`src/fqnp_pkg.sv`:
```
// Shared field widths, operation and status codes, and result type for the purge queue.
package fqnp_pkg;

   // Field widths
   localparam int KIND_W   = 2;
   localparam int DATA_W   = 32;
   localparam int STATUS_W = 2;
   localparam int COUNT_W  = 5;

   // Operation codes
   localparam logic [KIND_W-1:0] OP_ENQ   = 2'd0;
   localparam logic [KIND_W-1:0] OP_DEQ   = 2'd1;
   localparam logic [KIND_W-1:0] OP_PEEK  = 2'd2;
   localparam logic [KIND_W-1:0] OP_PURGE = 2'd3;

   // Status codes
   localparam logic [STATUS_W-1:0] ST_OK    = 2'd0;
   localparam logic [STATUS_W-1:0] ST_EMPTY = 2'd1;
   localparam logic [STATUS_W-1:0] ST_FULL  = 2'd2;

   // Data words returned without a stored entry
   localparam logic signed [DATA_W-1:0] DATA_NONE  = 32'sd0;
   localparam logic signed [DATA_W-1:0] DATA_EMPTY = -32'sd1;

   // One response
   typedef struct packed {
      logic signed [DATA_W-1:0]   data;
      logic        [STATUS_W-1:0] status;
      logic        [COUNT_W-1:0]  count;
   } rsp_type;

endpackage

```
`src/fqnp_ram.sv`:
```
// Generic single-write, single-read RAM with registered read data.
module fqnp_ram #(
   parameter int WIDTH = 32,
   parameter int DEPTH = 16
) (
   input  logic                     clock,
   input  logic                     wr_en,
   input  logic [$clog2(DEPTH)-1:0] wr_addr,
   input  logic [WIDTH-1:0]         wr_data,
   input  logic                     rd_en,
   input  logic [$clog2(DEPTH)-1:0] rd_addr,
   output logic [WIDTH-1:0]         rd_data
);

   logic [WIDTH-1:0] mem_ff [DEPTH];
   logic [WIDTH-1:0] rd_data_ff;

   // Write port
   always_ff @(posedge clock) begin
      if (wr_en) begin
         mem_ff[wr_addr] <= wr_data;
      end
   end

   // Registered read port
   always_ff @(posedge clock) begin
      if (rd_en) begin
         rd_data_ff <= mem_ff[rd_addr];
      end
   end

   assign rd_data = rd_data_ff;

endmodule

```
`src/fifo_queue_with_negative_purge_unit.sv`:
```
// Top level: bounded ring FIFO of signed words with a purge of negative entries.
//
// Request channel (req_valid, req_stall, req_kind, req_value) carries one operation:
// enqueue, dequeue, peek or purge negatives. The response channel (rsp_valid,
// rsp_stall, rsp_data, rsp_status, rsp_count) returns exactly one response per
// request, in order, from an output register.
// When the response is loaded into the output register:
//   enqueue, and any operation that finds the queue full or empty: loaded at the
//   accepting edge itself, so one request per cycle while the receiver keeps up
//   dequeue or peek of a stored word: in the next cycle (registered RAM read)
//   purge: once the walk has examined every held entry, with one RAM read and
//   at most one write per cycle through the single storage RAM.
// One request is in work at a time; req_stall is high while a request is in
// work and while the output register holds a response that the receiver stalls.
// A new request is taken in the cycle the pending response leaves.
// Synchronous active-high reset empties the queue (head, tail and count to zero)
// and drops any pending response; storage contents are not cleared.
module fifo_queue_with_negative_purge_unit #(
   parameter int DEPTH = 16
) (
   input  logic                                    clock,
   input  logic                                    reset,
   input  logic                                    req_valid,
   output logic                                    req_stall,
   input  logic        [fqnp_pkg::KIND_W-1:0]      req_kind,
   input  logic signed [fqnp_pkg::DATA_W-1:0]      req_value,
   output logic                                    rsp_valid,
   input  logic                                    rsp_stall,
   output logic signed [fqnp_pkg::DATA_W-1:0]      rsp_data,
   output logic        [fqnp_pkg::STATUS_W-1:0]    rsp_status,
   output logic        [fqnp_pkg::COUNT_W-1:0]     rsp_count
);

   localparam int AW   = $clog2(DEPTH);
   localparam int FW   = $clog2(DEPTH + 1);
   localparam int CntW = fqnp_pkg::COUNT_W;
   localparam int DatW = fqnp_pkg::DATA_W;
   localparam logic [AW-1:0] LastIdx  = AW'(DEPTH - 1);
   localparam logic [FW-1:0] FullFill = FW'(DEPTH);

   // Sequencer states
   localparam logic [1:0] S_IDLE  = 2'd0;
   localparam logic [1:0] S_READ  = 2'd1;
   localparam logic [1:0] S_PURGE = 2'd2;

   logic [1:0]        state_ff, state_in;
   logic [AW-1:0]     head_ff, head_in;
   logic [AW-1:0]     tail_ff, tail_in;
   logic [FW-1:0]     fill_ff, fill_in;
   logic [AW-1:0]     rd_ff, rd_in;
   logic [AW-1:0]     wr_ff, wr_in;
   logic [FW-1:0]     kept_ff, kept_in;
   logic [FW-1:0]     left_ff, left_in;
   logic              pend_ff, pend_in;
   logic              rsp_valid_ff, rsp_valid_in;
   fqnp_pkg::rsp_type rsp_ff, rsp_in;

   logic              req_accept;
   logic              rsp_free;
   logic              ram_wr_en;
   logic [AW-1:0]     ram_wr_addr;
   logic [DatW-1:0]   ram_wr_data;
   logic              ram_rd_en;
   logic [AW-1:0]     ram_rd_addr;
   logic [DatW-1:0]   ram_rd_data;

   // Advance a ring pointer with wrap at DEPTH
   function automatic logic [AW-1:0] ring_next(input logic [AW-1:0] idx);
      return (idx == LastIdx) ? '0 : idx + 1'b1;
   endfunction

   // Ring storage
   fqnp_ram #(
      .WIDTH (DatW),
      .DEPTH (DEPTH)
   ) u_store (
      .clock   (clock),
      .wr_en   (ram_wr_en),
      .wr_addr (ram_wr_addr),
      .wr_data (ram_wr_data),
      .rd_en   (ram_rd_en),
      .rd_addr (ram_rd_addr),
      .rd_data (ram_rd_data)
   );

   // Handshake: take a request only when idle and the output slot is free
   assign rsp_free   = !rsp_valid_ff || !rsp_stall;
   assign req_stall  = (state_ff != S_IDLE) || !rsp_free;
   assign req_accept = req_valid && !req_stall;

   // Sequencer and datapath next state
   always_comb begin
      state_in     = state_ff;
      head_in      = head_ff;
      tail_in      = tail_ff;
      fill_in      = fill_ff;
      rd_in        = rd_ff;
      wr_in        = wr_ff;
      kept_in      = kept_ff;
      left_in      = left_ff;
      pend_in      = 1'b0;
      rsp_valid_in = rsp_valid_ff && rsp_stall;
      rsp_in       = rsp_ff;
      ram_wr_en    = 1'b0;
      ram_wr_addr  = tail_ff;
      ram_wr_data  = req_value;
      ram_rd_en    = 1'b0;
      ram_rd_addr  = head_ff;

      case (state_ff)
         S_IDLE: begin
            if (req_accept) begin
               case (req_kind)
                  fqnp_pkg::OP_ENQ: begin
                     rsp_valid_in = 1'b1;
                     rsp_in.data  = fqnp_pkg::DATA_NONE;
                     if (fill_ff == FullFill) begin
                        rsp_in.status = fqnp_pkg::ST_FULL;
                     end else begin
                        ram_wr_en     = 1'b1;
                        tail_in       = ring_next(tail_ff);
                        fill_in       = fill_ff + 1'b1;
                        rsp_in.status = fqnp_pkg::ST_OK;
                     end
                     rsp_in.count = CntW'(fill_in);
                  end
                  fqnp_pkg::OP_DEQ, fqnp_pkg::OP_PEEK: begin
                     if (fill_ff == '0) begin
                        rsp_valid_in  = 1'b1;
                        rsp_in.data   = fqnp_pkg::DATA_EMPTY;
                        rsp_in.status = fqnp_pkg::ST_EMPTY;
                        rsp_in.count  = CntW'(fill_ff);
                     end else begin
                        ram_rd_en = 1'b1;
                        state_in  = S_READ;
                        if (req_kind == fqnp_pkg::OP_DEQ) begin
                           head_in = ring_next(head_ff);
                           fill_in = fill_ff - 1'b1;
                        end
                     end
                  end
                  default: begin
                     // Purge: nothing to walk in an empty queue
                     if (fill_ff == '0) begin
                        rsp_valid_in  = 1'b1;
                        rsp_in.data   = fqnp_pkg::DATA_NONE;
                        rsp_in.status = fqnp_pkg::ST_OK;
                        rsp_in.count  = CntW'(fill_ff);
                     end else begin
                        state_in = S_PURGE;
                        rd_in    = head_ff;
                        wr_in    = head_ff;
                        kept_in  = '0;
                        left_in  = fill_ff;
                     end
                  end
               endcase
            end
         end

         S_READ: begin
            // Deliver the word read at the old head
            rsp_valid_in  = 1'b1;
            rsp_in.data   = ram_rd_data;
            rsp_in.status = fqnp_pkg::ST_OK;
            rsp_in.count  = CntW'(fill_ff);
            state_in      = S_IDLE;
         end

         S_PURGE: begin
            // Issue the next read of the walk
            if (left_ff != '0) begin
               ram_rd_en   = 1'b1;
               ram_rd_addr = rd_ff;
               rd_in       = ring_next(rd_ff);
               left_in     = left_ff - 1'b1;
               pend_in     = 1'b1;
            end
            // Keep a non-negative word by writing it back at the compaction pointer
            if (pend_ff && !ram_rd_data[DatW-1]) begin
               ram_wr_en   = 1'b1;
               ram_wr_addr = wr_ff;
               ram_wr_data = ram_rd_data;
               wr_in       = ring_next(wr_ff);
               kept_in     = kept_ff + 1'b1;
            end
            // Finish after the last word has been examined
            if (pend_ff && (left_ff == '0)) begin
               fill_in       = kept_in;
               tail_in       = wr_in;
               rsp_valid_in  = 1'b1;
               rsp_in.data   = fqnp_pkg::DATA_NONE;
               rsp_in.status = fqnp_pkg::ST_OK;
               rsp_in.count  = CntW'(kept_in);
               state_in      = S_IDLE;
            end
         end

         default: begin
            state_in = S_IDLE;
         end
      endcase
   end

   // Control registers
   always_ff @(posedge clock) begin
      if (reset) begin
         state_ff     <= S_IDLE;
         head_ff      <= '0;
         tail_ff      <= '0;
         fill_ff      <= '0;
         pend_ff      <= 1'b0;
         rsp_valid_ff <= 1'b0;
      end else begin
         state_ff     <= state_in;
         head_ff      <= head_in;
         tail_ff      <= tail_in;
         fill_ff      <= fill_in;
         pend_ff      <= pend_in;
         rsp_valid_ff <= rsp_valid_in;
      end
   end

   // Walk pointers and response payload
   always_ff @(posedge clock) begin
      rd_ff   <= rd_in;
      wr_ff   <= wr_in;
      kept_ff <= kept_in;
      left_ff <= left_in;
      rsp_ff  <= rsp_in;
   end

   assign rsp_valid  = rsp_valid_ff;
   assign rsp_data   = rsp_ff.data;
   assign rsp_status = rsp_ff.status;
   assign rsp_count  = rsp_ff.count;

endmodule

```
`config.mk`:
```
export PLATFORM = sky130hd
export DESIGN_NAME = fifo_queue_with_negative_purge_unit
export DESIGN_NICKNAME = d
export VERILOG_FILES = /design/src/fqnp_pkg.sv /design/src/fqnp_ram.sv /design/src/fifo_queue_with_negative_purge_unit.sv
export SDC_FILE = /design/constraint.sdc
export NUM_CORES = 1
export LEC_CHECK = 0
export BUFFER_PORTS_ARGS = -buffer_cell sky130_fd_sc_hd__buf_4
export CELL_PAD_IN_SITES_DETAIL_PLACEMENT = 1
export CELL_PAD_IN_SITES_GLOBAL_PLACEMENT = 1
export CORE_MARGIN = 1
export CORE_UTILIZATION = 30
export DETAILED_ROUTE_END_ITERATION = 10
export PLACE_DENSITY_LB_ADDON = 0.08
export SLEW_MARGIN = 20
export SYNTH_ARGS = -nofsm -noshare
export SYNTH_HDL_FRONTEND = slang
export SYNTH_SLANG_ARGS = --single-unit
```
`constraint.sdc`:
```
create_clock -name clock -period 9.7 [get_ports clock]
set_input_delay 0.485 -clock clock [delete_from_list [all_inputs] [get_ports clock]]
set_output_delay 0.485 -clock clock [all_outputs]
set_load 0.05 [all_outputs]
```
==> results.sh, run 1 <==
export IMPL_worstSetupPathType="reg -> reg"
export IMPL_finalSetupViolations=0
export IMPL_hold_path_endpoint="head_ff[0]"
export IMPL_critPathMaxStageDelay_ns=0.78
export IMPL_cts_sinks=618
export IMPL_max_freq_ghz=0.193
export IMPL_fin_util=0.348
export IMPL_rsz0062_at_grt="no"
export IMPL_holdCritStartpoint="reset"
export IMPL_crit_arrival_ns=5.53
export IMPL_cts_max_path_buffers=3
export IMPL_syn_nets=2302
export IMPL_synth_edf_count=601
export IMPL_timing_reg2reg_worst_path_depth=10
export IMPL_layout_common_cells="601 x edfxtp_1, 293 x a211oi_1, 203 x nand2_1"
export IMPL_coreArea_um2=95300
export IMPL_register_area_um2=18400
export IMPL_post_cts_buffers=0
export IMPL_fin_crit_sh=0.534
export IMPL_cts_tree="done"
export IMPL_row_count=113
export IMPL_fin_hold_ws_ns=0.208
export IMPL_grt_max_degree=148
export IMPL_avgRoutedWirePerCell_um=28.2
export IMPL_synthArstFlopShare=0
export IMPL_crit_required_ns=10.05
export IMPL_finalSetupTns_ns=0
export IMPL_cp_start_kind="flop"
export IMPL_ant_nets=0
export IMPL_met3WireLength_mm=3.72
export IMPL_cts_resized=0
export IMPL_pwr_density_cell_nw_per_um2=254
export IMPL_drt_met1_wl_mm=45.9
export IMPL_min_period_ns=5.18
export IMPL_tightest_slew_ns=1.15
export IMPL_first_pass_iters=5
export IMPL_die_h_um=313
export IMPL_cap_viol_max_count=0
export IMPL_drcViolationCount=0
export IMPL_synth_ff_type="edfxtp_1"
export IMPL_crit_top_cell="buf_4"
export IMPL_status="finished clean"
export IMPL_io_pins=79
export IMPL_h_tree_depth=3
export IMPL_hp_class="in -> reg"
export IMPL_highest_layer="met4"
export IMPL_cts_buffers=75
export IMPL_cts_root_buf="clkbuf_16"
export IMPL_rrSetupSlack_ns=4.52
export IMPL_start_util=0.304
export IMPL_ys_seq_area_frac=0.635
export IMPL_grt_overflow=0
export IMPL_finalHoldViolCount=0
export IMPL_skew_ns=0.0192
export IMPL_end_kind="flop"
export IMPL_clk_pin_slew_ns=0.06
export IMPL_ys_types=63
export IMPL_crit_slowest_cell="o21ai_4"
export IMPL_drt_total_wl_mm=101
export IMPL_syn_area_um2=29000
export IMPL_holdBufCountCts=0
export IMPL_clock_latency_ns=0.63
export IMPL_dieArea_um2=97800
export IMPL_num_antenna_cells=0
export IMPL_path_buf_inv=4
export IMPL_vias_per_cell=5.64
export IMPL_fp_dieW_um=313
export IMPL_grt_pass1_vias=21449
export IMPL_crit_chain="inv_1 -> ha_1 -> buf_4 -> clkinv_1 -> o21ai_4 -> nand2_8 -> buf_4 -> o32ai_1 -> a311oi_1 -> or4_1"
export IMPL_gp_congestion=0.756
export IMPL_maxSlewHeadroom=0.235
export IMPL_cp_top_family="buffers and inverters"
export IMPL_grt_use_total=0.205
export IMPL_met2RoutedLength_mm=48.5
export IMPL_hpwlAfterDp_mm=52.3
export IMPL_via_count=20202
export IMPL_fill_cells=10001
export IMPL_drv_slew=0
export IMPL_r2r_end="u_store.rd_data[10]"
export IMPL_hold_path_depth=2
export IMPL_syn_to_final_growth_pct=14.4
export IMPL_cp_startpoint="state_ff[0]"
export IMPL_grt_pass1_wl_mm=148
export IMPL_drt_iter0_markers=1265
export IMPL_layout_drive_gt1_share=0.129
export IMPL_r2r_start="state_ff[0]"
export IMPL_total_leakage_power_nw=10.2
export IMPL_final_nets=2315
export IMPL_peakVddDrop_v=0.000215
export IMPL_multiInputGateArea_um2=9870
export IMPL_grt_antenna_before_repair=2
export IMPL_crit_fanout=115
export IMPL_yosys_warnings=0
export IMPL_io_buffers=78
export IMPL_synth_area_per_cell_um2=12.9
export IMPL_final_common_cell="edfxtp_1"
export IMPL_syn_instance_count=2249
export IMPL_ys_ff_latch=618
layer usage:
layer / GRT usage / up-vias
met5: 0 / -
met4: 0.0718 / 0
met3: 0.0285 / 153
met2: 0.344 / 428
met1: 0.269 / 10627
li1: - / 8994
worst max-delay path by stage:
stage / endpoint / cells past startpoint
after global placement: u_store.rd_data[1] / 10
after detailed placement: u_store.rd_data[10] / 10
after global routing: u_store.rd_data[10] / 10
after floorplan: rsp_count[0] / 7
final: u_store.rd_data[10] / 10
after CTS: u_store.rd_data[10] / 10
Yosys cell counts, types with 4 or more instances:
library cell / instances / area (um^2)
nor2b_1: 69 / 432
o32ai_1: 64 / 561
mux2i_1: 150 / 1500
nor4_1: 49 / 307
a21boi_0: 29 / 218
nor3b_1: 6 / 45.0
or4_1: 32 / 240
or2_2: 4 / 25.0
a21o_1: 35 / 263
dfxtp_1: 17 / 340
mux2_2: 36 / 405
edfxtp_1: 601 / 18000
or3_1: 4 / 25.0
o21ai_0: 21 / 105
a31oi_1: 7 / 43.8
clkbuf_1: 118 / 443
buf_2: 35 / 175
nand2b_1: 6 / 37.5
ha_1: 15 / 188
and2_1: 5 / 31.3
a221oi_1: 18 / 158
nand2_1: 206 / 773
nor2_1: 87 / 327
buf_1: 22 / 82.6
nor3_1: 103 / 515
nand3_1: 7 / 35.0
a311oi_1: 34 / 298
a211oi_1: 294 / 2210
xnor2_1: 6 / 52.6
buf_6: 12 / 135
inv_1: 16 / 60.1
a21oi_1: 91 / 455
worst reg2reg max path, cell delays in order, from the launching register on:
cell and delay (ns):
dfxtp_1 0.34, inv_1 0.11, ha_1 0.16, buf_4 0.37
clkinv_1 0.65, o21ai_4 0.79, nand2_8 0.67, buf_4 0.70
o32ai_1 0.42, a311oi_1 0.13, or4_1 0.57
per-stage QoR:
step                      area, um^2  power, W  instances  setup WS (ns)
after floorplan                29000   0.00497       2249           4.85
after global placement         30900   0.00582       3450           4.70
after detailed placement       30900   0.00587       3450           4.53
after CTS                      33100   0.00856       3583           4.49
after global routing           33100   0.00880       3583           4.11
final                          33100   0.00843       3583           4.52
logic make-up (layout without fill, tap and decap cells):
kind of cell,after synthesis,after routing,synth area share
AO/OA/AOI/OAI,618,618,0.156
XOR/XNOR,8,8,0.00242
adder cells (fa/ha/maj),15,15,0.00648
buffers and inverters,206,275,0.0316
flip-flops,618,618,0.635
multiplexers,186,186,0.0658
AND/OR/NAND/NOR,598,598,0.103
final cells by class:
type,instances,area share
Sequential cell,618,0.555
Multi-Input combinational cell,1425,0.298
Clock buffer,98,0.0605
Tap cell,1265,0.0478
Timing Repair Buffer,125,0.0287
Clock inverter,35,0.00789
Inverter,17,0.00193
registers in the layout, indices dropped and copies added, names as in the netlist:
| register | cells |
|---|---|
| u_store.mem_ff | 512 |
| rsp_count | 5 |
| rsp_status | 2 |
| rsp_valid | 1 |
| u_store.rd_data | 32 |
| pend_ff | 1 |
| tail_ff | 4 |
| state_ff | 2 |
| rsp_data | 32 |
| kept_ff | 5 |
| rd_ff | 4 |
| wr_ff | 4 |
| left_ff | 5 |
| head_ff | 4 |
| fill_ff | 5 |
report_power, final:
part / switching (W) / internal [W] / total [W]
clock: 0.00113 / 0.00153 / 0.00266
sequential: 0.000123 / 0.00327 / 0.00340
combinational: 0.00173 / 0.000636 / 0.00237
No activity file was read; power rests on OpenSTA's default activity.
==> run 2: changes to the inputs <==
--- a/config.mk
+++ b/config.mk
@@ -5,6 +5,7 @@
 export SDC_FILE = /design/constraint.sdc
 export NUM_CORES = 1
 export LEC_CHECK = 0
+export ABC_AREA = 1
 export BUFFER_PORTS_ARGS = -buffer_cell sky130_fd_sc_hd__buf_4
 export CELL_PAD_IN_SITES_DETAIL_PLACEMENT = 1
 export CELL_PAD_IN_SITES_GLOBAL_PLACEMENT = 1
==> constraint.sdc (replaced) <==
create_clock -name clock -period 5.1 [get_ports clock]
set_input_delay 0.255 -clock clock [delete_from_list [all_inputs] [get_ports clock]]
set_output_delay 0.255 -clock clock [all_outputs]
set_load 0.05 [all_outputs]
==> results.sh, run 2 <==
export IMPL_ys_types=35
export IMPL_first_pass_iters=5
export IMPL_finalSetupTns_ns=0
export IMPL_cts_root_buf="clkbuf_16"
export IMPL_grt_overflow=0
export IMPL_cts_sinks=618
export IMPL_fp_dieW_um=306
export IMPL_io_buffers=78
export IMPL_place_inst=3918
export IMPL_regMostFlops="u_store.mem_ff"
export IMPL_tightest_slew_ns=1.12
export IMPL_hpwlAfterDp_mm=51.6
export IMPL_clkPwrFrac=0.292
export IMPL_syn_nets=2775
export IMPL_layout_drive_gt1_share=0.101
export IMPL_final_nets=2864
export IMPL_pwr_share_seq=0.368
export IMPL_drcViolationCount=0
export IMPL_synth_most_common_cell="nand3_1"
export IMPL_cts_buffers=76
export IMPL_power_switching_w=0.00705
export IMPL_synth_edf_count=601
export IMPL_grt_pass1_vias=20517
export IMPL_min_period_ns=3.73
export IMPL_syn_instance_count=2722
export IMPL_gp_congestion=0.762
export IMPL_pwr_share_comb=0.340
export IMPL_drt_total_wl_mm=95.8
export IMPL_grt_max_degree=111
export IMPL_ant_nets=0
export IMPL_yosysTopAreaCell="edfxtp_1"
export IMPL_avgRoutedWirePerCell_um=23.6
export IMPL_grt_antenna_before_repair=2
export IMPL_cts_tree="done"
export IMPL_num_antenna_cells=0
export IMPL_synth_common_cells="643 x nand3_1, 601 x edfxtp_1, 598 x inv_1, 487 x nand2_1, 102 x o21ai_0"
export IMPL_drt_iter0_markers=1399
export IMPL_cts_resized=0
export IMPL_ys_seq_area_frac=0.661
export IMPL_cap_viol_max_count=0
export IMPL_multiInputGateArea_um2=6640
export IMPL_die_h_um=306
export IMPL_start_util=0.303
export IMPL_drv_slew=0
export IMPL_clock_latency_ns=0.64
export IMPL_register_area_um2=18400
export IMPL_crit_arrival_ns=4.05
export IMPL_end_kind="flop"
export IMPL_dieArea_um2=93900
export IMPL_worstSetupPathType="reg -> reg"
export IMPL_final_cells=4056
export IMPL_status="finished clean"
export IMPL_peakVddDrop_v=0.000430
export IMPL_fin_crit_sh=0.731
export IMPL_pwr_density_cell_nw_per_um2=555
export IMPL_vias_per_cell=4.84
export IMPL_h_tree_depth=3
export IMPL_io_pins=79
export IMPL_crit_required_ns=5.42
export IMPL_skew_ns=0.0333
export IMPL_synth_area_per_cell_um2=10.2
export IMPL_cp_start_kind="flop"
export IMPL_sw_frac_of_total=0.392
export IMPL_max_freq_ghz=0.268
export IMPL_finalSetupViolations=0
export IMPL_rsz0062_at_grt="no"
export IMPL_fin_util=0.354
export IMPL_synth_top_cells_by_area="edfxtp_1 65%, nand3_1 12%, inv_1 8.1%"
export IMPL_largest_reg_flops=512
export IMPL_cts_max_path_buffers=3
export IMPL_power_internal_w=0.0110
export IMPL_syn_to_final_growth_pct=16.8
export IMPL_clk_pin_slew_ns=0.05
export IMPL_finalHoldViolCount=0
export IMPL_grt_use_total=0.205
export IMPL_maxSlewHeadroom=0.252
export IMPL_finalPower_w=0.0180
export IMPL_coreArea_um2=91700
export IMPL_syn_area_um2=27800
export IMPL_synthArstFlopShare=0
export IMPL_row_count=111
export IMPL_yosys_warnings=0
export IMPL_synth_ff_type="edfxtp_1"
export IMPL_via_count=19639
export IMPL_total_leakage_power_nw=13.6
export IMPL_ys_ff_latch=618
export IMPL_final_common_cell="nand3_1"
export IMPL_layout_common_cells="642 x nand3_1, 601 x edfxtp_1, 597 x inv_1"
export IMPL_crit_fanout=21
export IMPL_fill_cells=10148
export IMPL_hp_class="in -> reg"
export IMPL_synth_top_area_share=0.649
export IMPL_grt_pass1_wl_mm=140
-- run 2: cell types whose count changed in the layout (fill, tap and decap cells not counted), moves of 46 or more --
| cell | previous run | this run |
|---|---|---|
| nand3_1 | 7 | 642 |
| inv_1 | 16 | 597 |
| a211oi_1 | 293 | 2 |
| nand2_1 | 203 | 482 |
| mux2i_1 | 150 | 0 |
| nor3_1 | 103 | 6 |
| o21ai_0 | 21 | 97 |
| nor2b_1 | 68 | 0 |
| a21oi_1 | 90 | 23 |
| o32ai_1 | 64 | 0 |
| nor4_1 | 49 | 1 |
| nor2_1 | 71 | 25 |
-- run 2: layer usage --
| metal | wire (um) | track usage | part of all wire |
|---|---|---|---|
| met3 | 3000 | 0.0245 | 0.031 |
| met1 | 45000 | 0.280 | 0.47 |
| met5 | 0 | 0 | 0 |
| met2 | 45200 | 0.342 | 0.47 |
| met4 | 2580 | 0.0600 | 0.027 |
-- run 2: cell type report --
| cell class | count | share of cell area |
|---|---|---|
| repair buffers | 154 | 0.0411 |
| flip-flops and latches | 618 | 0.566 |
| clock inverters | 45 | 0.0121 |
| clock buffers | 92 | 0.0614 |
| well taps | 1186 | 0.0457 |
| multi-input cells | 1361 | 0.204 |
| inverters | 600 | 0.0693 |
-- run 2: path summary, 6_finish.rpt --
| path | from | slack (ns) | cells past startpoint | to |
|---|---|---|---|---|
| setup / recovery | state_ff[0] | 1.37 | 7 | u_store.mem_ff[10][15] |
| hold / removal | rsp_stall | 0.1 | 5 | rsp_valid |
| setup reg to reg | state_ff[0] | 1.37 | 7 | u_store.mem_ff[10][15] |
| hold reg to reg | tail_ff[1] | 0.52 | 2 | tail_ff[1] |
-- run 2: worst max-delay path, cell delays in order, from the launching register on --
cell and delay (ns):
dfxtp_1 0.32, inv_1 0.10, ha_1 0.74, nand2_4 0.26, o21ai_0 0.61, nand3_1 0.48, nor2_4 0.62, buf_12 0.28
-- run 2: power by group through the flow --
stage	sequential (W)	combinational [W]	clock, W
2_1_floorplan	0.00726	0.00333	0
3_3_place_gp	0.00672	0.00614	0
3_5_place_dp	0.00673	0.00622	0
4_1_cts	0.00663	0.00624	0.00542
5_1_grt	0.00667	0.00675	0.00559
6_report	0.00662	0.00613	0.00526
-- run 2: through the flow --
stage,cell area [um^2],worst slack (ns),hold slack (ns)
floorplan,27800,0.628,0.461
global placement,30100,1.44,0.507
detailed placement,30100,1.35,0.510
CTS,32500,1.36,0.0682
global route,32500,1.08,0.103
finish,32500,1.37,0.0970
-- run 2: cell families after synthesis --
logic type,Yosys count,synth area share
AND/OR/NAND/NOR,1186,0.191
buffers and inverters,743,0.109
flip-flops,618,0.661
AO/OA/AOI/OAI,148,0.0285
adder cells (fa/ha/maj),15,0.00675
XOR/XNOR,12,0.00378
-- run 2: what timing repair did --
action                                 in CTS  in global routing
setup buffers                               0                  0
endpoints found under the hold margin       7                  0
hold buffers                                1                  0
==> run 3: changes to the inputs <==
--- a/config.mk
+++ b/config.mk
@@ -5,7 +5,7 @@
 export SDC_FILE = /design/constraint.sdc
 export NUM_CORES = 1
 export LEC_CHECK = 0
-export ABC_AREA = 1
+export ABC_AREA = 0
 export BUFFER_PORTS_ARGS = -buffer_cell sky130_fd_sc_hd__buf_4
 export CELL_PAD_IN_SITES_DETAIL_PLACEMENT = 1
 export CELL_PAD_IN_SITES_GLOBAL_PLACEMENT = 1
==> constraint.sdc (replaced) <==
create_clock -name clock -period 3.6 [get_ports clock]
set_input_delay 0.18 -clock clock [delete_from_list [all_inputs] [get_ports clock]]
set_output_delay 0.18 -clock clock [all_outputs]
set_load 0.05 [all_outputs]
==> results.sh, run 3 (synthesis gave the netlist of run 1 again) <==
export IMPL_cts_max_path_buffers=3
export IMPL_power_internal_w=0.0153
export IMPL_cp_top_family="simple AND/OR/NAND/NOR gates"
export IMPL_place_inst=3503
export IMPL_io_pins=79
export IMPL_min_period_ns=3.31
export IMPL_h_tree_depth=3
export IMPL_clock_latency_ns=0.65
export IMPL_grt_use_total=0.212
export IMPL_clkPwrFrac=0.321
export IMPL_grt_overflow=0
export IMPL_regMostFlops="u_store.mem_ff"
export IMPL_cts_tree="done"
export IMPL_power_switching_w=0.00841
export IMPL_drt_iter0_markers=1457
export IMPL_first_pass_iters=5
export IMPL_pwr_share_comb=0.293
export IMPL_cp_start_kind="flop"
export IMPL_drt_total_wl_mm=105
export IMPL_fp_dieW_um=313
export IMPL_crit_chain="inv_1 -> ha_1 -> nor4b_4 -> buf_4 -> o21ai_4 -> and2_4 -> buf_4 -> a211oi_1 -> a311oi_1 -> or4_1"
export IMPL_vias_per_cell=5.72
export IMPL_clk_pin_slew_ns=0.06
export IMPL_rsz0062_at_grt="no"
export IMPL_drv_slew=0
export IMPL_final_cells=3642
export IMPL_layout_common_cells="601 x edfxtp_1, 293 x a211oi_1, 203 x nand2_1"
export IMPL_fin_hold_ws_ns=0.0965
export IMPL_path_buf_inv=3
export IMPL_tightest_slew_ns=1.13
export IMPL_largest_reg_flops=512
export IMPL_row_count=113
export IMPL_crit_arrival_ns=3.67
export IMPL_gp_congestion=0.781
export IMPL_crit_slowest_cell="or4_1"
export IMPL_syn_to_final_growth_pct=17.7
export IMPL_cts_root_buf="clkbuf_16"
export IMPL_fin_crit_sh=0.919
export IMPL_crit_top_cell="buf_4"
export IMPL_skew_ns=0.0262
export IMPL_status="finished clean"
export IMPL_critPathMaxStageDelay_ns=0.55
export IMPL_io_buffers=78
export IMPL_drcViolationCount=0
export IMPL_grt_max_degree=148
export IMPL_final_cell_area_um2=34100
export IMPL_placed_cell_area_um2=31600
export IMPL_avgRoutedWirePerCell_um=28.9
export IMPL_grt_antenna_before_repair=6
export IMPL_crit_fanout=40
export IMPL_grt_pass1_vias=21898
export IMPL_finalSetupViolations=0
export IMPL_cts_buffers=76
export IMPL_maxSlewHeadroom=0.246
export IMPL_crit_required_ns=3.97
export IMPL_finalPower_w=0.0237
export IMPL_total_leakage_power_nw=10.7
export IMPL_hp_class="in -> reg"
export IMPL_pwr_share_seq=0.386
export IMPL_grt_pass1_wl_mm=153
export IMPL_max_freq_ghz=0.302
export IMPL_hpwlAfterDp_mm=59.3
export IMPL_pwr_density_cell_nw_per_um2=695
export IMPL_start_util=0.304
export IMPL_ant_nets=0
export IMPL_die_h_um=313
export IMPL_sw_frac_of_total=0.355
export IMPL_cap_viol_max_count=0
export IMPL_worstSetupPathType="reg -> reg"
export IMPL_peakVddDrop_v=0.000456
export IMPL_finalSetupTns_ns=0
export IMPL_via_count=20828
export IMPL_finalHoldViolCount=0
export IMPL_layout_drive_gt1_share=0.152
export IMPL_end_kind="flop"
export IMPL_cts_sinks=618
export IMPL_dieArea_um2=97800
export IMPL_coreArea_um2=95300
export IMPL_final_common_cell="edfxtp_1"
export IMPL_final_nets=2371
-- run 3: cell count changes in the layout (fill, tap and decap cells not counted), sizes merged, moves of 69 or more --
cell,previous run,this run
a211oi,3,294
mux2i,0,150
inv,603,18
nor2b,0,69
o21ai,106,23
nor3,7,103
nand3,645,9
nand2,491,209
-- run 3: power groups by stage --
stage	Combinational (W)	Sequential, W	Clock (W)
6_report	0.00695	0.00914	0.00759
5_1_grt	0.00740	0.00920	0.00804
4_1_cts	0.00701	0.00915	0.00780
3_5_place_dp	0.00700	0.00929	0
3_3_place_gp	0.00686	0.00928	0
2_1_floorplan	0.00336	0.0100	0
-- run 3: layout make-up --
class | instances | area (um^2)
diodes | 1 | 2.50
clock buffers | 93 | 1990
clock inverters | 43 | 447
fillers | 9989 | 61200
inverters | 17 | 63.8
multi-input cells | 1425 | 9870
flip-flops and latches | 618 | 18400
well taps | 1265 | 1580
repair buffers | 180 | 1740
-- run 3: final timing paths --
path | startpoint | endpoint | slack [ns] | depth (start not counted)
hold / removal | req_value[30] | u_store.mem_ff[10][30] | 0.1 | 2
setup reg to reg | left_ff[0] | u_store.rd_data[6] | 0.29 | 10
hold reg to reg | tail_ff[3] | tail_ff[3] | 0.55 | 2
setup / recovery | left_ff[0] | u_store.rd_data[6] | 0.29 | 10
-- run 3: worst register-to-register path, cell delays in order (launching register included) --
cell	delay [ns]
edfxtp_1	0.41
inv_1	0.08
ha_1	0.23
nor4b_4	0.51
buf_4	0.25
o21ai_4	0.09
and2_4	0.21
buf_4	0.28
a211oi_1	0.36
a311oi_1	0.08
or4_1	0.55
-- run 3: repair_timing --
item,CTS,global route
resized for setup,0,0
endpoints found under the hold margin,17,0
hold buffers,2,0
setup buffers,0,0
-- run 3: stage by stage --
step	setup slack (ns)	utilization
6_report	0.292	0.358
5_1_grt	0.147	0.358
4_1_cts	0.295	0.358
3_5_place_dp	0.290	0.332
3_3_place_gp	0.371	0.332
2_1_floorplan	0.106	-
-- run 3: metal layers --
metal	GRT usage	part of all wire	routed length (um)
met1	0.293	0.46	48700
met2	0.346	0.47	49300
met3	0.0289	0.042	4460
met4	0.0671	0.028	2940
met5	0	0	0
